[src/rtl/bounded_doubly_linked_list_assert.svh]
// Assertion macros for the bounded doubly linked list.
// Used by the top level; expects clk and arst_n in scope.
`ifndef BOUNDED_DOUBLY_LINKED_LIST_ASSERT_SVH
`define BOUNDED_DOUBLY_LINKED_LIST_ASSERT_SVH

// Consequent must hold in the same cycle as the antecedent.
`define BDLL_ASSERT_NOW(label, ante, cons, msg) \
	label: assert property (@(posedge clk) disable iff (!arst_n) (ante) |-> (cons)) \
		else $error(msg);

// Consequent must hold in the cycle after the antecedent.
`define BDLL_ASSERT_NEXT(label, ante, cons, msg) \
	label: assert property (@(posedge clk) disable iff (!arst_n) (ante) |=> (cons)) \
		else $error(msg);

`endif

[src/rtl/bdll_pkg.sv]
// Shared constants, codes and control/status types of the linked list block.
// No dependencies.
package bdll_pkg;
	localparam int CAPACITY   = 256;
	localparam int VALUE_BITS = 32;
	localparam int SLOT_W     = $clog2(CAPACITY);
	localparam int CNT_W      = SLOT_W + 1;
	localparam int POS_W      = 9;
	localparam int GRP_SIZE   = 16;
	localparam int GRP_W      = $clog2(GRP_SIZE);
	localparam int NGRP       = CAPACITY / GRP_SIZE;
	localparam int NGRP_W     = SLOT_W - GRP_W;
	localparam int IN_W       = 48;
	localparam int OUT_W      = 56;

	// Operation codes
	localparam logic [2:0] OP_INSERT       = 3'd0;
	localparam logic [2:0] OP_REMOVE       = 3'd1;
	localparam logic [2:0] OP_READ         = 3'd2;
	localparam logic [2:0] OP_SEARCH       = 3'd3;
	localparam logic [2:0] OP_REMOVE_MATCH = 3'd4;
	localparam logic [2:0] OP_CLEAR        = 3'd5;

	// Datapath commands
	localparam logic [3:0] C_NOP     = 4'd0;
	localparam logic [3:0] C_LATCH   = 4'd1;
	localparam logic [3:0] C_CLEAR   = 4'd2;
	localparam logic [3:0] C_FREE1   = 4'd3;
	localparam logic [3:0] C_FREE2   = 4'd4;
	localparam logic [3:0] C_START   = 4'd5;
	localparam logic [3:0] C_STEP    = 4'd6;
	localparam logic [3:0] C_W_EMPTY = 4'd7;
	localparam logic [3:0] C_W_TAIL1 = 4'd8;
	localparam logic [3:0] C_W_TAIL2 = 4'd9;
	localparam logic [3:0] C_W_MID1  = 4'd10;
	localparam logic [3:0] C_W_MID2  = 4'd11;
	localparam logic [3:0] C_UNLINK  = 4'd12;
	localparam logic [3:0] C_READ    = 4'd13;
	localparam logic [3:0] C_FOUND   = 4'd14;
	localparam logic [3:0] C_LOAD    = 4'd15;

	typedef struct packed {
		logic [3:0] code;
	} cmd_t;

	typedef struct packed {
		logic [2:0]       op;
		logic             pos_gt_count;
		logic             pos_lt_count;
		logic             full;
		logic             empty;
		logic             f_eq_count;
		logic             at_target;
		logic             match;
		logic             last;
		logic             out_free;
		logic [CNT_W-1:0] count;
	} status_t;
endpackage

[src/rtl/bdll_ctrl.sv]
// Controller of the linked list: sequences decode, free-slot search, walk,
// link updates and result hand-off. Depends on bdll_pkg.
module bdll_ctrl import bdll_pkg::*; (
	input  logic    clk,
	input  logic    arst_n,
	input  logic    in_valid,
	output logic    in_ready,
	input  status_t status,
	output cmd_t    cmd
);
	localparam logic [3:0] S_IDLE   = 4'd0;
	localparam logic [3:0] S_DECODE = 4'd1;
	localparam logic [3:0] S_FREE1  = 4'd2;
	localparam logic [3:0] S_FREE2  = 4'd3;
	localparam logic [3:0] S_PLACE  = 4'd4;
	localparam logic [3:0] S_TAIL2  = 4'd5;
	localparam logic [3:0] S_START  = 4'd6;
	localparam logic [3:0] S_WALK   = 4'd7;
	localparam logic [3:0] S_MID2   = 4'd8;
	localparam logic [3:0] S_FIN    = 4'd9;

	logic [3:0] state_q, state_d;
	logic       is_match_op;

	assign in_ready    = state_q == S_IDLE;
	assign is_match_op = (status.op == OP_SEARCH) || (status.op == OP_REMOVE_MATCH);

	// Next state and command
	always_comb begin
		state_d  = state_q;
		cmd.code = C_NOP;
		unique case (state_q)
			S_IDLE: begin
				if (in_valid) begin
					cmd.code = C_LATCH;
					state_d  = S_DECODE;
				end
			end
			S_DECODE: begin
				state_d = S_FIN;
				unique case (status.op)
					OP_INSERT: begin
						if (!status.pos_gt_count && !status.full) state_d = S_FREE1;
					end
					OP_REMOVE, OP_READ: begin
						if (status.pos_lt_count) state_d = S_START;
					end
					OP_SEARCH, OP_REMOVE_MATCH: begin
						if (!status.empty) state_d = S_START;
					end
					OP_CLEAR: cmd.code = C_CLEAR;
					default: begin
					end
				endcase
			end
			S_FREE1: begin
				cmd.code = C_FREE1;
				state_d  = S_FREE2;
			end
			S_FREE2: begin
				cmd.code = C_FREE2;
				state_d  = S_PLACE;
			end
			S_PLACE: begin
				priority if (status.empty) begin
					cmd.code = C_W_EMPTY;
					state_d  = S_FIN;
				end else if (status.f_eq_count) begin
					cmd.code = C_W_TAIL1;
					state_d  = S_TAIL2;
				end else begin
					state_d = S_START;
				end
			end
			S_TAIL2: begin
				cmd.code = C_W_TAIL2;
				state_d  = S_FIN;
			end
			S_START: begin
				cmd.code = C_START;
				state_d  = S_WALK;
			end
			S_WALK: begin
				priority if (is_match_op) begin
					priority if (status.match) begin
						cmd.code = (status.op == OP_SEARCH) ? C_FOUND : C_UNLINK;
						state_d  = S_FIN;
					end else if (status.last) begin
						state_d = S_FIN;
					end else begin
						cmd.code = C_STEP;
					end
				end else if (status.at_target) begin
					priority if (status.op == OP_INSERT) begin
						cmd.code = C_W_MID1;
						state_d  = S_MID2;
					end else if (status.op == OP_REMOVE) begin
						cmd.code = C_UNLINK;
						state_d  = S_FIN;
					end else begin
						cmd.code = C_READ;
						state_d  = S_FIN;
					end
				end else begin
					cmd.code = C_STEP;
				end
			end
			S_MID2: begin
				cmd.code = C_W_MID2;
				state_d  = S_FIN;
			end
			S_FIN: begin
				if (status.out_free) begin
					cmd.code = C_LOAD;
					state_d  = S_IDLE;
				end
			end
			default: state_d = S_IDLE;
		endcase
	end

	always_ff @(posedge clk or negedge arst_n) begin
		if (!arst_n) begin
			state_q <= S_IDLE;
		end else begin
			state_q <= state_d;
		end
	end
endmodule

[config.mk]
export PLATFORM = sky130hd
export DESIGN_NAME = bdll_ctrl
export DESIGN_NICKNAME = d
export VERILOG_FILES = /design/src/rtl/bounded_doubly_linked_list_assert.svh /design/src/rtl/bdll_pkg.sv /design/src/rtl/bdll_ctrl.sv
export SDC_FILE = /design/constraint.sdc
export NUM_CORES = 1
export LEC_CHECK = 0
export BUFFER_PORTS_ARGS = -buffer_cell sky130_fd_sc_hd__buf_4
export CORE_ASPECT_RATIO = 0.9
export CORE_MARGIN = 4
export CORE_UTILIZATION = 51
export CTS_CLUSTER_DIAMETER = 30
export DETAILED_ROUTE_END_ITERATION = 12
export MAX_ROUTING_LAYER = met4
export PLACE_DENSITY = 0.83
export SYNTH_ARGS = -nofsm -noshare
export SYNTH_HDL_FRONTEND = slang
export SYNTH_SLANG_ARGS = --single-unit
[constraint.sdc]
create_clock -name clk -period 4.28 [get_ports clk]
set_clock_uncertainty 0.2 [all_clocks]
set_input_delay 0.428 -clock clk [delete_from_list [all_inputs] [get_ports clk]]
set_output_delay 0.428 -clock clk [all_outputs]
set_load 0.02 [all_outputs]
Yosys cells after proc, flatten, opt, wreduce, memory -nomap -nowiden
Index checks and enable logic that the tools add are counted. W data, S select, Z words.

Equality and inequality tests: 18. Multiplexer cells: 27. Reduce and logical (&&, ||, !) cells: 10.

Operators with widths (number): $mux W4 (16); $pmux W4 S10 (1); $pmux W4 S9 (1); $eq A4 B3 Y1 const B (4); $pmux W4 S3 (1); $eq A4 B2 Y1 const B (2); $eq A4 B4 Y1 const B (2); $eq A3 B2 Y1 const B (2); $eq A3 B3 Y1 const B (2); $mux W2 (3); $mux W3 (2); $reduce_or A2 Y1 (3); $eq A4 B1 Y1 const B (1); $logic_not A4 Y1 (1); $ne A2 B2 Y1 const B (2); $ne A4 B4 Y1 const B (1); $reduce_and A4 Y1 (1); $eq A3 B1 Y1 const B (1); $logic_not A3 Y1 (1); $mux W1 (3); $ne A3 B3 Y1 const B (1); $logic_not A1 Y1 (2); $logic_and A1 B1 Y1 (1); $logic_or A1 B1 Y1 (1).

Register bits: 4. Input port bits: 24. Output and inout port bits: 5. Logic and storage cells: 56.

Logic depth before layout (Yosys ltp)
Gate-level depths: netlist (run 1).

Word-level depth: 6. Gate-level depth with buffers: 7. Depth with buffers taken out: 5.

Worst setup path before layout (run 1)
OpenSTA, ideal clock, no wires.

Kind: register to output. From: register state_q[0]. To: output port cmd[0] in the netlist's numbering. Arrival time: 1.747 ns. Data required time: 3.652 ns. Path slack: 1.905 ns. Cell stages (with the launch flop): 6. Path buffers: 2. Cell sequence: dfrtp_1 buf_2 buf_2 nor4_1 nand2_1 o311ai_1.

RTL lines: from (decl) (line bdll_ctrl.sv:22) `logic [3:0] state_q, state_d;`; from (signal assigned) (line bdll_ctrl.sv:126) `state_q <= state_d;`; to (decl) (line bdll_ctrl.sv:9) `output cmd_t cmd`.

==> results of run 1 <==
placed cells by master (no fill, tap or decap), types with 3 or more instances in the layout:
cell	instances
o21ai_1	4
inv_1	6
a221o_1	3
a21oi_1	7
buf_4	19
nor2_1	7
o21ai_0	4
dfrtp_1	4
nand3_1	5
clkbuf_4	3
nand2_1	13
nor3_1	7
a31oi_1	4
stage by stage:
step	total power [mW]	area, µm²	std cells	hold slack [ns]	setup WS [ns]
final	0.5182	888.4	139	0.2701	1.542
after global routing	0.5661	888.4	139	0.2810	1.384
after CTS	0.5153	888.4	139	0.2652	1.580
after detailed placement	0.4654	855.8	135	0.02515	1.833
after global placement	0.4592	855.8	135	0.02377	1.825
after floorplan	0.3631	737.0	111	-0.06759	1.905
area by class of cell:
type / instances / area (µm²) / share of cell area
clock buffers: 3 / 22.52 / 0.02535
inverters: 6 / 22.52 / 0.02535
multi-input cells: 92 / 573.1 / 0.6451
flip-flops and latches: 4 / 100.1 / 0.1127
well taps: 14 / 17.52 / 0.01972
repair buffers: 20 / 152.6 / 0.1718
worst paths after layout:
kind                                     endpoint  slack (ns)  depth (start not counted)
min in group asynchronous  state_q[3]$_DFFE_PN0P_        0.37                          2
setup / recovery                           cmd[1]        1.54                          6
max in group asynchronous  state_q[1]$_DFFE_PN0P_        3.40                          2
setup reg to reg           state_q[2]$_DFFE_PN0P_        2.46                          4
hold reg to reg            state_q[2]$_DFFE_PN0P_        0.56                          1
hold / removal             state_q[3]$_DFFE_PN0P_        0.27                          3
worst max-delay path, cell delays in order, from the launching register on:
cell,delay (ns)
dfrtp_1,0.65
nand2_1,0.19
or2_1,0.32
a31o_1,0.22
a221o_1,0.25
nand3_1,0.09
buf_4,0.14
logic make-up after synthesis:
logic type | Yosys count | synth area share
buffers and inverters | 15 | 0.08659
multiplexers | 3 | 0.04584
flip-flops | 4 | 0.1358
AND/OR/NAND/NOR | 49 | 0.3481
XOR/XNOR | 1 | 0.01189
AO/OA/AOI/OAI | 39 | 0.3718
report_power, final:
part / switching, mW / internal (mW) / total, mW
registers: 0.0714 / 0.0559 / 0.127
clock network: 0.0154 / 0.0313 / 0.0467
logic: 0.186 / 0.159 / 0.344
per-layer routing:
metal  wire, µm  global-route usage
met1        920              0.2990
met2        867              0.3140
met3        150             0.04878
met4          0             0.03226
met5          0                   -
repair_timing:
| item | in CTS | in global routing |
|---|---|---|
| hold buffers | 1 | 0 |
| endpoints found under the hold margin | 4 | 0 |
| endpoints found under the setup margin | 0 | 0 |
==> run metrics, run 1 <==
status complete, no violations; Post-CTS Setup Repair Bufs 0; final worst-path cycle share 0.6397; sequential-to-total area share from yosys stat 0.1358; Final setup viols 0; Fillers 114; clk root buf clkbuf_4; Synth top area share 0.1358; post-CTS resize count 0; antenna diode count 0; Top FF cell, synth dfrtp_1; Core Region 0.001291 mm²; Worst Hold Class input port to flop; clock sinks 4; Required @ worst endpoint 3.65 ns; Reg-to-Reg Start state_q[0]$_DFFE_PN0P_; Post-synth EDFFs 0; DR DRC count 0; layout cells sized above 1 0.2240; Die Span Y 44.06 µm; leading registers by flop count state_q: 4 flops; Synth Cell Area 737.0 µm²; sum of net half-perimeters after detailed placement 1433 µm; final hold violation count 0; synth unique cells 42; Mapped Cells 111; Pwr per Cell Area 583.4 mW/mm²; Biggest register state_q; syn avg cell area 6.639 µm²; Rows 12; max-slew violation count 0; GR Overflow Total 0; hold path startpoint status[9]; first-pass GRT wire length 3243 µm; arrival time at the worst endpoint 2.11 ns; Critical Path Fanout Max 17; initial cell density of the core 0.5707; fmax 365.3 MHz; YS warnings 0; DR WL/cell 13.94 µm; DR vias 873; 1st-iter DRT viols 37; IO buf count 19; DRT antenna net count 0; transition time at the pin with the least slew margin 0.5110 ns; leak pwr 0.3784 nW; clk slew on worst S/H paths 0.04 ns; Num CTS Buffers 3; CTS tree done; max reg flops 4; Syn Nets 135; top cell type by total area after synthesis dfrtp_1; final net count 151; Final Util 0.6880; CP Class flop to output port; Initial DRT Pass Iterations 4; relative slew slack 0.6593; Setup crit start state_q[0]$_DFFE_PN0P_; via/cell ratio 6.281; top cells by area, synth dfrtp_1 14%, nand2_1 6.6%, a21oi_1 4.8%, nor3_1 4.8%, a221o_1 4.1%; cell with the most instances after synthesis nand2_1; post-synthesis register bit count 4; crit end category output port; DRT Wirelength 1938 µm; fraction of registers with async set/reset 1.000; die outline width 48.07 µm; Die ar. 0.002118 mm²; GR Util All Layers 0.2125; top cells by count, synth 13 x nand2_1, 7 x a21oi_1, 7 x nor2_1, 7 x nor3_1; Clock Latency Late Sink 0.24 ns; max_cap viols 0; antenna violations before repair 0; setup TNS 0 ns; largest net degree at the start of global routing 18; I/O Pins 29; Max Root-Sink Buffers 2; gp weighted congestion 0.8171; minimum clock period 2.738 ns; vias in the first global route 756; htree depth 1; Critical Path Source Type flop; RSZ-0062 raised after global routing no; worst vdd ir 0.5059 mV; synthesis-to-finish area growth 20.54%
Power figures use the tool's default switching activity.
==> run 2: changes to the inputs <==
Settings changed: CORE_UTILIZATION 51 to 43, PLACE_DENSITY 0.83 to 0.75.
Clock period 4.28 ns to 2.3 ns, I/O delays scaled along.
==> run metrics, run 2 (synthesis gave the netlist of run 1 again) <==
status complete, no violations; via/cell ratio 5.881 (-6.4%); Int Power 0.5019 mW (+100%); Hold Path Depth 3 (unchanged); Core Region 0.001529 mm² (+18%); GR Util All Layers 0.1747 (-0.03777); clock share of power 0.083 (-0.007); vias in the first global route 756 (unchanged); Pwr per Cell Area 1092 mW/mm² (+87%); placed inst area 895.9 µm² (+4.7%); die outline width 51.64 µm (+7.4%); leading registers by flop count state_q: 4 flops; 1st-iter DRT viols 26 (-30%); Switch Pwr 0.5145 mW (+89%); GR Overflow Total 0 (unchanged); final net count 155 (+2.6%); synthesis-to-finish area growth 26.32%; leak pwr 0.4007 nW (+5.9%); commonest non-fill, non-tap cell in the layout buf_4; Critical Path Fanout Max 5 (-12); final worst-path cycle share 0.9626; Clock Latency Late Sink 0.23 ns (about the same); largest net degree at the start of global routing 17 (-1); DRT Wirelength 1979 µm (+2.1%); clk root buf clkbuf_4; gp weighted congestion 0.8473 (+3.7%); antenna violations before repair 0 (unchanged); RSZ-0062 raised after global routing no; relative slew slack 0.7762 (+0.1169); CTS tree done; Flop pwr share 0.120 (-0.126); Comb pwr share 0.797 (+0.133); DR vias 888 (+1.7%); R2R cell count 5 (+1); Die Span Y 47.28 µm (+7.3%); max-slew violation count 0 (unchanged); Net Sw Frac 0.5062 (-0.01926); transition time at the pin with the least slew margin 0.3326 ns (-0.1784 ns); clock sinks 4 (unchanged); max reg flops 4 (unchanged); Rows 13 (+1); I/O Pins 29 (unchanged); Biggest register state_q; DR DRC count 0 (unchanged); setup TNS 0 ns (unchanged); DR WL/cell 13.11 µm (-6.0%); Initial DRT Pass Iterations 4 (unchanged); minimum clock period 2.214 ns; most frequent cells in the layout 23 x buf_4, 13 x nand2_1, 7 x nor2_1, 7 x a21oi_1, 7 x nor3_1; Required @ worst endpoint 1.87 ns (-1.78 ns); Critical Path Source Type flop; IO buf count 19 (unchanged); Die ar. 0.002441 mm² (+15%); Num CTS Buffers 3 (unchanged); DRT antenna net count 0 (unchanged); worst vdd ir 0.5625 mV (+11%); initial cell density of the core 0.4820 (-0.08874); crit end category output port; Design Area, Final 930.9 µm² (+4.8%); CP Class flop to output port; layout cells sized above 1 0.2558 (+0.03181); r2r setup slk 0.65 ns (-1.81 ns); max_cap viols 0 (unchanged); arrival time at the worst endpoint 1.78 ns (-0.33 ns); first-pass GRT wire length 3208 µm (-1.1%); Final setup viols 0 (unchanged); final hold violation count 0 (unchanged); sum of net half-perimeters after detailed placement 1537 µm (+7.3%); fmax 451.7 MHz; antenna diode count 0 (unchanged); Max Root-Sink Buffers 2 (unchanged); Post-CTS Setup Repair Bufs 0 (unchanged); Worst Hold Class input port to flop; htree depth 1 (unchanged); clk slew on worst S/H paths 0.04 ns (about the same)
[run 2: cell count changes in the layout (fill, tap and decap cells not counted), sizes merged]
cell	previous run	this run
buf	19	23
[run 2: repair_timing]
action | in CTS | in global routing
hold endpoints to repair | 4 | 0
resized for setup | 0 | 1
endpoints found under the setup margin | 0 | 1
hold buffers | 1 | 0
[run 2: power groups by stage]
stage                     Sequential, mW  Clock, mW  Combinational [mW]
after floorplan                    0.130          0               0.546
after global placement             0.122          0               0.785
after detailed placement           0.123          0               0.802
after CTS                          0.122     0.0891               0.806
after global routing               0.126     0.0939               0.887
final                              0.121     0.0844               0.811
[run 2: final cells by class]
cell class	count	area, µm²
clock buffers	3	22.52
repair buffers	24	182.7
multi-input cells	92	575.6
flip-flops and latches	4	100.1
inverters	6	22.52
well taps	22	27.53
fillers	153	598.1
[run 2: critical path, stage by stage, from the launching register on]
cell and delay [ns]:
dfrtp_1 0.36, nand2b_2 0.22, or2_4 0.29, a31o_1 0.21, a221o_1 0.26, nand3_1 0.08, buf_4 0.14
[run 2: layer usage]
metal,GRT usage,share of wire,up-vias
met3,0.04127,0.071,0
li1,-,-,457
met4,0,0,0
met2,0.2843,0.44,30
met5,-,0,-
met1,0.2354,0.49,401
[run 2: final timing paths]
| check | from | to |
|---|---|---|
| max in group asynchronous | arst_n | state_q[1]$_DFFE_PN0P_ |
| max reg2reg | state_q[2]$_DFFE_PN0P_ | state_q[3]$_DFFE_PN0P_ |
| min in group asynchronous | arst_n | state_q[3]$_DFFE_PN0P_ |
| max | state_q[3]$_DFFE_PN0P_ | cmd[1] |
| min reg2reg | state_q[3]$_DFFE_PN0P_ | state_q[2]$_DFFE_PN0P_ |
| min | status[9] | state_q[3]$_DFFE_PN0P_ |
[run 2: stage by stage]
stage / utilization / hold slack (ns) / power (mW) / worst slack (ns) / std cells
after floorplan: - / -0.2656 / 0.6756 / 0.1232 / 111
after global placement: 0.5859 / -0.1748 / 0.9065 / 0.2975 / 147
after detailed placement: 0.5859 / -0.1725 / 0.9250 / 0.3053 / 147
after CTS: 0.6072 / 0.09414 / 1.017 / 0.04163 / 151
after global routing: 0.6088 / 0.09951 / 1.107 / 0.01261 / 151
final: 0.6088 / 0.1086 / 1.016 / 0.08601 / 151
